## src/rtl/core/rcce_pkg.sv

```systemverilog
// ----------------------------------------------------------------------------
// rcce_pkg
// Types and constants of the record container checker and region extractor.
// ----------------------------------------------------------------------------
package rcce_pkg;

	localparam logic [31:0] FILE_ID_VALUE = 32'h7247_704B;
	localparam logic [7:0]  TYPE_DATA_VERSION = 8'h44;
	localparam logic [7:0]  TYPE_APP_VERSION  = 8'h41;
	localparam logic [7:0]  TYPE_REGION       = 8'h52;

	// Bit positions in error_flags.
	localparam int ERR_ID             = 0;
	localparam int ERR_TYPE           = 1;
	localparam int ERR_UNTERM         = 2;
	localparam int ERR_NO_D           = 3;
	localparam int ERR_MANY_D         = 4;
	localparam int ERR_FIRST_NOT_D    = 5;
	localparam int ERR_NO_A           = 6;
	localparam int ERR_TRUNC          = 7;
	localparam int ERR_REGION_MISSING = 8;

	typedef struct packed {
		logic [7:0] data_byte;
		logic       end_of_stream;
	} item_t;

	typedef struct packed {
		logic [7:0]  payload_byte;
		logic        payload_valid;
		logic        done_res;
		logic        file_ok;
		logic [8:0]  error_flags;
		logic [15:0] region_total;
	} res_t;

endpackage

```

## src/rtl/core/rcce_parser.sv

```systemverilog
// ----------------------------------------------------------------------------
// rcce_parser
// Framing state machine: walks the stream one byte per step, keeps the record
// counters and the region register, and forms the result word of each step.
// ----------------------------------------------------------------------------
module rcce_parser (
	input  logic            clk,
	input  logic            arst_n,
	input  logic            cfg_we,
	input  logic [15:0]     cfg_wdata,
	input  logic            fire,
	input  rcce_pkg::item_t item,
	output rcce_pkg::res_t  res
);
	import rcce_pkg::*;

	localparam logic [2:0] PH_ID            = 3'd0;
	localparam logic [2:0] PH_VERSION       = 3'd1;
	localparam logic [2:0] PH_HEADER        = 3'd2;
	localparam logic [2:0] PH_SKIP          = 3'd3;
	localparam logic [2:0] PH_REGION_HEADER = 3'd4;
	localparam logic [2:0] PH_REGION_BODY   = 3'd5;
	localparam logic [2:0] PH_IGNORE        = 3'd6;

	logic [15:0] extract_q;
	logic [2:0]  phase_q, phase_d;
	logic [3:0]  fidx_q, fidx_d;
	logic [31:0] shift_q, shift_d;
	logic [31:0] remain_q, remain_d;
	logic [7:0]  kind_q, kind_d;
	logic [1:0]  dv_cnt_q, dv_cnt_d;
	logic        av_q, av_d;
	logic [15:0] region_cnt_q, region_cnt_d;
	logic        any_q, any_d;
	logic        first_d_q, first_d_d;
	logic        pending_q, pending_d;
	logic [2:0]  err_q, err_d;

	logic [7:0]  b;
	logic [1:0]  byte_pos;
	logic [31:0] shift_ins;
	logic [31:0] remain_dec;
	logic [3:0]  rh_pos;
	logic [15:0] region_inc;
	logic [8:0]  flags;

	assign b          = item.data_byte;
	assign remain_dec = remain_q - 32'd1;
	assign rh_pos     = fidx_q - 4'd6;
	assign region_inc = (region_cnt_q != 16'hFFFF) ? region_cnt_q + 16'd1 : region_cnt_q;
	assign byte_pos   = (phase_q == PH_REGION_HEADER) ? rh_pos[1:0] : fidx_q[1:0];
	assign shift_ins  = shift_q | ({24'd0, b} << {byte_pos, 3'b000});

	always_comb begin
		phase_d      = phase_q;
		fidx_d       = fidx_q;
		shift_d      = shift_q;
		remain_d     = remain_q;
		kind_d       = kind_q;
		dv_cnt_d     = dv_cnt_q;
		av_d         = av_q;
		region_cnt_d = region_cnt_q;
		any_d        = any_q;
		first_d_d    = first_d_q;
		pending_d    = pending_q;
		err_d        = err_q;
		flags        = '0;
		res          = '0;

		if (item.end_of_stream) begin
			flags[2:0] = err_q;
			flags[ERR_TRUNC] = (phase_q == PH_ID) || (phase_q == PH_VERSION) ||
				(phase_q == PH_SKIP) || (phase_q == PH_REGION_HEADER) ||
				((phase_q == PH_HEADER) && (fidx_q != 4'd0));
			flags[ERR_NO_D]           = (dv_cnt_q == 2'd0);
			flags[ERR_MANY_D]         = (dv_cnt_q > 2'd1);
			flags[ERR_FIRST_NOT_D]    = any_q && !first_d_q;
			flags[ERR_NO_A]           = !av_q;
			flags[ERR_REGION_MISSING] = pending_q;
			res.done_res     = 1'b1;
			res.file_ok      = (flags[7:0] == 8'd0);
			res.error_flags  = flags;
			res.region_total = region_cnt_q;
			// The next byte opens a new stream.
			phase_d      = PH_ID;
			fidx_d       = '0;
			shift_d      = '0;
			remain_d     = '0;
			kind_d       = '0;
			dv_cnt_d     = '0;
			av_d         = 1'b0;
			region_cnt_d = '0;
			any_d        = 1'b0;
			first_d_d    = 1'b0;
			pending_d    = (extract_q != 16'd0);
			err_d        = '0;
		end else begin
			unique case (phase_q)
				PH_ID: begin
					shift_d = shift_ins;
					fidx_d  = fidx_q + 4'd1;
					if (fidx_q == 4'd3) begin
						if (shift_ins != FILE_ID_VALUE) err_d[ERR_ID] = 1'b1;
						phase_d = PH_VERSION;
						fidx_d  = '0;
						shift_d = '0;
					end
				end
				PH_VERSION: begin
					fidx_d = fidx_q + 4'd1;
					if (fidx_q == 4'd1) begin
						phase_d = PH_HEADER;
						fidx_d  = '0;
						shift_d = '0;
					end
				end
				PH_HEADER: begin
					if (fidx_q < 4'd4) begin
						shift_d = shift_ins;
						fidx_d  = fidx_q + 4'd1;
					end else if (b == TYPE_DATA_VERSION) begin
						if (dv_cnt_q != 2'd3) dv_cnt_d = dv_cnt_q + 2'd1;
						first_d_d = !any_q;
						any_d     = 1'b1;
						kind_d    = b;
						remain_d  = shift_q;
						if (shift_q == 32'd0) begin
							phase_d = PH_HEADER;
							fidx_d  = '0;
						end else begin
							phase_d = PH_SKIP;
						end
					end else if (b == TYPE_APP_VERSION) begin
						av_d  = 1'b1;
						any_d = 1'b1;
						if (shift_q == 32'd0) begin
							err_d[ERR_UNTERM] = 1'b1;
							phase_d = PH_HEADER;
							fidx_d  = '0;
						end else begin
							kind_d   = b;
							remain_d = shift_q;
							phase_d  = PH_SKIP;
						end
					end else if (b == TYPE_REGION) begin
						any_d   = 1'b1;
						phase_d = PH_REGION_HEADER;
						fidx_d  = '0;
						shift_d = '0;
					end else begin
						err_d[ERR_TYPE] = 1'b1;
						phase_d = PH_IGNORE;
					end
				end
				PH_SKIP: begin
					remain_d = remain_dec;
					if (remain_dec == 32'd0) begin
						// The last body byte of an app-version record must be a terminator.
						if (kind_q == TYPE_APP_VERSION && b != 8'd0) err_d[ERR_UNTERM] = 1'b1;
						phase_d = PH_HEADER;
						fidx_d  = '0;
						shift_d = '0;
					end
				end
				PH_REGION_HEADER: begin
					// Only the payload length, header bytes six to nine, is kept.
					if (fidx_q >= 4'd6) shift_d = shift_ins;
					fidx_d = fidx_q + 4'd1;
					if (fidx_q == 4'd9) begin
						region_cnt_d = region_inc;
						kind_d       = 8'd0;
						if (pending_q && region_inc == extract_q) begin
							pending_d = 1'b0;
							kind_d    = 8'd1;
						end
						remain_d = shift_d;
						if (shift_d == 32'd0) begin
							phase_d = PH_HEADER;
							fidx_d  = '0;
							shift_d = '0;
						end else begin
							phase_d = PH_REGION_BODY;
						end
					end
				end
				PH_REGION_BODY: begin
					if (kind_q == 8'd1) begin
						res.payload_byte  = b;
						res.payload_valid = 1'b1;
					end
					remain_d = remain_dec;
					if (remain_dec == 32'd0) begin
						phase_d = PH_HEADER;
						fidx_d  = '0;
						shift_d = '0;
					end
				end
				default: begin
				end
			endcase
			flags[2:0]       = err_d;
			res.file_ok      = (flags == 9'd0);
			res.error_flags  = flags;
			res.region_total = region_cnt_d;
		end
	end

	always_ff @(posedge clk or negedge arst_n) begin
		if (!arst_n) begin
			extract_q    <= '0;
			phase_q      <= PH_ID;
			fidx_q       <= '0;
			shift_q      <= '0;
			remain_q     <= '0;
			kind_q       <= '0;
			dv_cnt_q     <= '0;
			av_q         <= 1'b0;
			region_cnt_q <= '0;
			any_q        <= 1'b0;
			first_d_q    <= 1'b0;
			pending_q    <= 1'b0;
			err_q        <= '0;
		end else begin
			if (cfg_we) extract_q <= cfg_wdata;
			if (fire) begin
				phase_q      <= phase_d;
				fidx_q       <= fidx_d;
				shift_q      <= shift_d;
				remain_q     <= remain_d;
				kind_q       <= kind_d;
				dv_cnt_q     <= dv_cnt_d;
				av_q         <= av_d;
				region_cnt_q <= region_cnt_d;
				any_q        <= any_d;
				first_d_q    <= first_d_d;
				err_q        <= err_d;
			end
			// A register write rearms the region request.
			if (cfg_we) pending_q <= (cfg_wdata != 16'd0);
			else if (fire) pending_q <= pending_d;
		end
	end

endmodule

```

## src/rtl/core/record_container_check_extract.sv

```systemverilog
// ----------------------------------------------------------------------------
// record_container_check_extract
// Record container checker and region payload extractor, top level.
// ----------------------------------------------------------------------------
// Usage:
// The item channel (item_valid, item_stall, item_word) carries one stream byte
// per word, or an end-of-stream word that asks for the final status. The
// result channel (res_valid, res_stall, res_word) returns exactly one word for
// every item word: a payload byte of the selected region when there is one,
// the running error bits, and on the end word the full error flags.
// cfg_we with cfg_wdata writes the region to extract; write it while idle.
// An item word is registered at acceptance, and its result is registered
// in the result register once that register is free. One word is taken
// in every cycle while the result side keeps up. When the
// receiver stalls, the result register holds its word and the input register
// holds the next one; item_stall then rises until the result side drains.
// Reset empties both registers and clears the parse state and the region
// register; the block then waits for the file ID of a new stream. After an
// end word the parse state returns to that point and the region is kept.
// ----------------------------------------------------------------------------
module record_container_check_extract (
	input  logic            clk,
	input  logic            arst_n,
	input  logic            cfg_we,
	input  logic [15:0]     cfg_wdata,
	input  logic            item_valid,
	output logic            item_stall,
	input  rcce_pkg::item_t item_word,
	output logic            res_valid,
	input  logic            res_stall,
	output rcce_pkg::res_t  res_word
);
	import rcce_pkg::*;

	item_t item_s1;
	logic  valid_s1;
	res_t  res_q;
	logic  res_valid_q;
	res_t  res_next;
	logic  res_free;
	logic  fire;
	logic  take;

	assign res_free   = !res_valid_q || !res_stall;
	assign fire       = valid_s1 && res_free;
	assign item_stall = valid_s1 && !res_free;
	assign take       = item_valid && !item_stall;

	rcce_parser u_parser (
		.clk       (clk),
		.arst_n    (arst_n),
		.cfg_we    (cfg_we),
		.cfg_wdata (cfg_wdata),
		.fire      (fire),
		.item      (item_s1),
		.res       (res_next)
	);

	always_ff @(posedge clk or negedge arst_n) begin
		if (!arst_n) begin
			valid_s1    <= 1'b0;
			res_valid_q <= 1'b0;
		end else begin
			valid_s1    <= take || (valid_s1 && !fire);
			res_valid_q <= fire || (res_valid_q && res_stall);
		end
	end

	always_ff @(posedge clk) begin
		if (take) item_s1 <= item_word;
		if (fire) res_q <= res_next;
	end

	assign res_valid = res_valid_q;
	assign res_word  = res_q;

endmodule

```

## config.mk

```make
export PLATFORM = sky130hd
export DESIGN_NAME = record_container_check_extract
export DESIGN_NICKNAME = d
export VERILOG_FILES = /design/src/rtl/core/rcce_pkg.sv /design/src/rtl/core/rcce_parser.sv /design/src/rtl/core/record_container_check_extract.sv
export SDC_FILE = /design/constraint.sdc
export NUM_CORES = 1
export LEC_CHECK = 0
export BUFFER_PORTS_ARGS = -buffer_cell sky130_fd_sc_hd__buf_4
export CAP_MARGIN = 20
export CORE_UTILIZATION = 56
export CTS_CLUSTER_SIZE = 8
export DETAILED_ROUTE_END_ITERATION = 10
export GPL_ROUTABILITY_DRIVEN = 0
export MAX_ROUTING_LAYER = met4
export PLACE_DENSITY = 0.78
export SYNTH_ARGS = -nofsm -noshare
export SYNTH_HDL_FRONTEND = slang
export SYNTH_SLANG_ARGS = --single-unit
```

## constraint.sdc

```tcl
create_clock -name clk -period 3.84 [get_ports clk]
set_input_delay 0.192 -clock clk [delete_from_list [all_inputs] [get_ports clk]]
set_output_delay 0.192 -clock clk [all_outputs]
set_load 0.005 [all_outputs]
```

==> flow_summary.toml <==
[outcome]
status = "finished clean"

[finish]
fin_cells = 1482
multiInputGateArea_mm2 = 0.005363
regArea_mm2 = 0.004404
fin_nets = 1284
syn_to_final_growth_pct = 17.23
fillerInstances = 1359
antennaDiodeCount = 0
drive_above_1_share = 0.1551

[clock_network]
numCtsBuffers = 17
cts_max_level = 4
insertion_delay_ns = 0.45
cts.clk_slew.worst_paths_ns = 0.07
clock_sink_count = 167
clockRootBuffer = "clkbuf_16"
cts_tree = "yes"
cts.path.max_buffers = 2

[global_route]
grt.total_usage = 0.3552
antenna_found_initial = 0
grt_pass1_vias = 9245
grt_pass1_wl_um = 49450
grt_overflow = 0
grt_max_degree = 69

[floorplanning]
die_w_um = 136.9
core_mm2 = 0.01754
die_h_um = 136.9
num_rows = 48
die_area_mm2 = 0.01874
io_pins = 68
start_util = 0.5811

[sta]
hold_slack_ns = 0.007633
worst_pin_slew_ns = 1.029
relSlewSlack = 0.3074
slew_viol_final = 0
fin_skew_ns = 0.01552
hold_viol = 0
rsz0062_at_grt = "no"
timing.setup.tns_ns = 0
fin_crit_sh = 0.9581
setup_viol = 0
fin_crit_ns = 3.679
fmax_mhz = 271.8

[pwr]
p_leak_nw = 4.950
clkPwrFrac = 0.216
vdd_drop_max_mv = 0.6577
switching_share = 0.4180
share_seq_of_total_power = 0.330
p_sw_mw = 3.312
p_int_mw = 4.611
power_density_mw_per_mm2 = 663.3
p_comb_frac = 0.454

[route]
wl_per_cell_um = 20.87
dr.first_iter.drc_count = 1520
drc_errors = 0
dr_total_vias = 9967
ant_nets = 0
wirelength_um = 30930
first_pass_iters = 6
routed_via_density = 6.725

[placed_design]
post-dp-hpwl_um = 20580
port_buffers = 67
place_inst = 1422

[synth]
synth.avg_cell_area_um2 = 8.739
synth-warning-count = 0
syn_nets = 1206
synthTopCellsByArea = "dfrtp_1, edfxtp_1, nor2_1"
synth_cells = 1166
synth_cell_types = 76
synth_edf_count = 45
ys_async_sr_fraction = 0.7305
synthesis.area_mm2 = 0.01019
synth_ff_type = "dfrtp_1"
ys_seq_elements = 167
ys_seq_area_frac = 0.4322
yosysTopAreaCell = "dfrtp_1"
synth_top_area_frac = 0.2996

[setup_path]
cp-start-kind = "register"
end_kind = "register"
crit_fanout = 30
criticalPathCategory = "register to register"
critPathArrivalTime_ns = 4.06
crit_required_ns = 4.22

[run]
max-cap-violations = 0

[min_path]
min_path_type = "primary input to register"
[cells in the final DEF (no fill, tap or decap), drive strengths merged, types with 6 or more instances in the layout]
| cell type | instances |
|---|---|
| nor2 | 126 |
| buf | 124 |
| dfrtp | 122 |
| nand2 | 121 |
| o21ai | 90 |
| a21oi | 88 |
| edfxtp | 45 |
| a31oi | 41 |
| nor4 | 37 |
| nor3 | 32 |
| xnor2 | 30 |
| nand3 | 28 |
| dlygate4sd3 | 27 |
| o31ai | 25 |
| and2 | 23 |
| inv | 22 |
| clkbuf | 20 |
| mux2 | 19 |
| nand4 | 18 |
| xor2 | 16 |
| nand2b | 14 |
| a21o | 13 |
| a41oi | 13 |
| ha | 10 |
| or3 | 10 |
| a22o | 9 |
| a311oi | 8 |
| nor2b | 7 |
| mux2i | 7 |
| and3 | 7 |
| or4 | 7 |
| a22oi | 6 |
| and4 | 6 |
| a32o | 6 |
| a221oi | 6 |
[state kept, by name, summed over array words and instances (netlist names), 2 cells and up]
name,count
u_parser.kind_q,8
u_parser.extract_q,16
u_parser.fidx_q,4
item_s1,9
res_word,36
u_parser.remain_q,32
u_parser.phase_q,3
u_parser.err_q,3
u_parser.shift_q,32
u_parser.dv_cnt_q,2
u_parser.region_cnt_q,16
[through the flow]
stage / worst slack (ns) / total power [mW] / instance area (um2) / util
after floorplan: 0.1057 / 4.867 / 10190 / -
after global placement: 0.1121 / 5.935 / 11060 / 0.6306
final: 0.1608 / 7.923 / 11950 / 0.6812
after global routing: 0.009441 / 8.340 / 11950 / 0.6812
after CTS: 0.01424 / 7.752 / 11910 / 0.6792
after detailed placement: 0.01783 / 6.000 / 11060 / 0.6306
[final timing paths]
path	startpoint	endpoint	slack [ns]	cells after the start
min in group asynchronous	arst_n	u_parser.remain_q[17]	0.34	2
min reg2reg	u_parser.kind_q[2]	u_parser.kind_q[2]	0.49	2
max in group asynchronous	arst_n	u_parser.region_cnt_q[14]	2.69	3
max reg2reg	u_parser.remain_q[1]	u_parser.shift_q[3]	0.16	14
min	cfg_wdata[15]	u_parser.extract_q[15]	0.008	2
max	u_parser.remain_q[1]	u_parser.shift_q[3]	0.16	14
[critical path, stage by stage, from the launching register on]
cell     delay (ns)
dfrtp_1        0.39
inv_1          0.08
ha_1           0.15
or3b_2         0.49
or3_4          0.37
buf_4          0.16
or2_2          0.32
xor2_1         0.15
a22oi_1        0.10
or4_4          0.59
o21ai_4        0.20
buf_12         0.15
buf_12         0.17
a41oi_1        0.12
nor2_1         0.15
[metal layers]
layer  vias up  wire [um]  GRT usage
met3       166       2956    0.06556
met1      4647      12290     0.4624
met5         -          0          -
met2       679      14030     0.5262
met4         0       1659     0.1911
li1       4475          -          -
[cells by family after synthesis]
kind of cell | synth area share
xor+xnor | 0.03954
flops | 0.4322
mux | 0.03008
buf+inv | 0.04298
compound gates | 0.2254
fa+ha+maj | 0.01228
simple gates | 0.2175
[synthesized netlist by cell type, drive strengths merged (10+ instances only)]
library cell,count
o21ai,90
dfrtp,122
mux2,19
nand3,28
ha,10
a31oi,41
a21o,13
edfxtp,45
a41oi,13
nor3,32
o31ai,25
xor2,16
buf,13
xnor2,30
nor2,126
and2,23
nand2b,14
inv,17
a21oi,88
or3,10
clkbuf,79
nand2,121
nor4,37
nand4,18
[power by group through the flow]
stage / combinational [mW] / clock, mW / sequential (mW)
floorplan: 2.43 / 0 / 2.44
CTS: 3.45 / 1.73 / 2.58
detailed placement: 3.40 / 0 / 2.60
global placement: 3.34 / 0 / 2.59
finish: 3.60 / 1.71 / 2.61
global route: 3.91 / 1.80 / 2.63
[area by class of cell]
class                      instances  share of cell area
clock inverter                    12            0.009532
timing repair buffer             151              0.1047
multi-input combinational        890              0.4489
sequential                       167              0.3687
inverter                          17            0.005342
clock buffer                      20             0.03917
tap                              225             0.02357
[repair_timing]
action | in CTS | in global routing
buffers inserted | 0 | 1
hold buffers | 27 | 0
setup endpoints to repair | 4 | 34
endpoints found under the hold margin | 80 | 0
pin swaps | 1 | 3
cloned | 0 | 0
resized for setup | 0 | 3
Note: power is estimated with default switching activity, not from simulation.
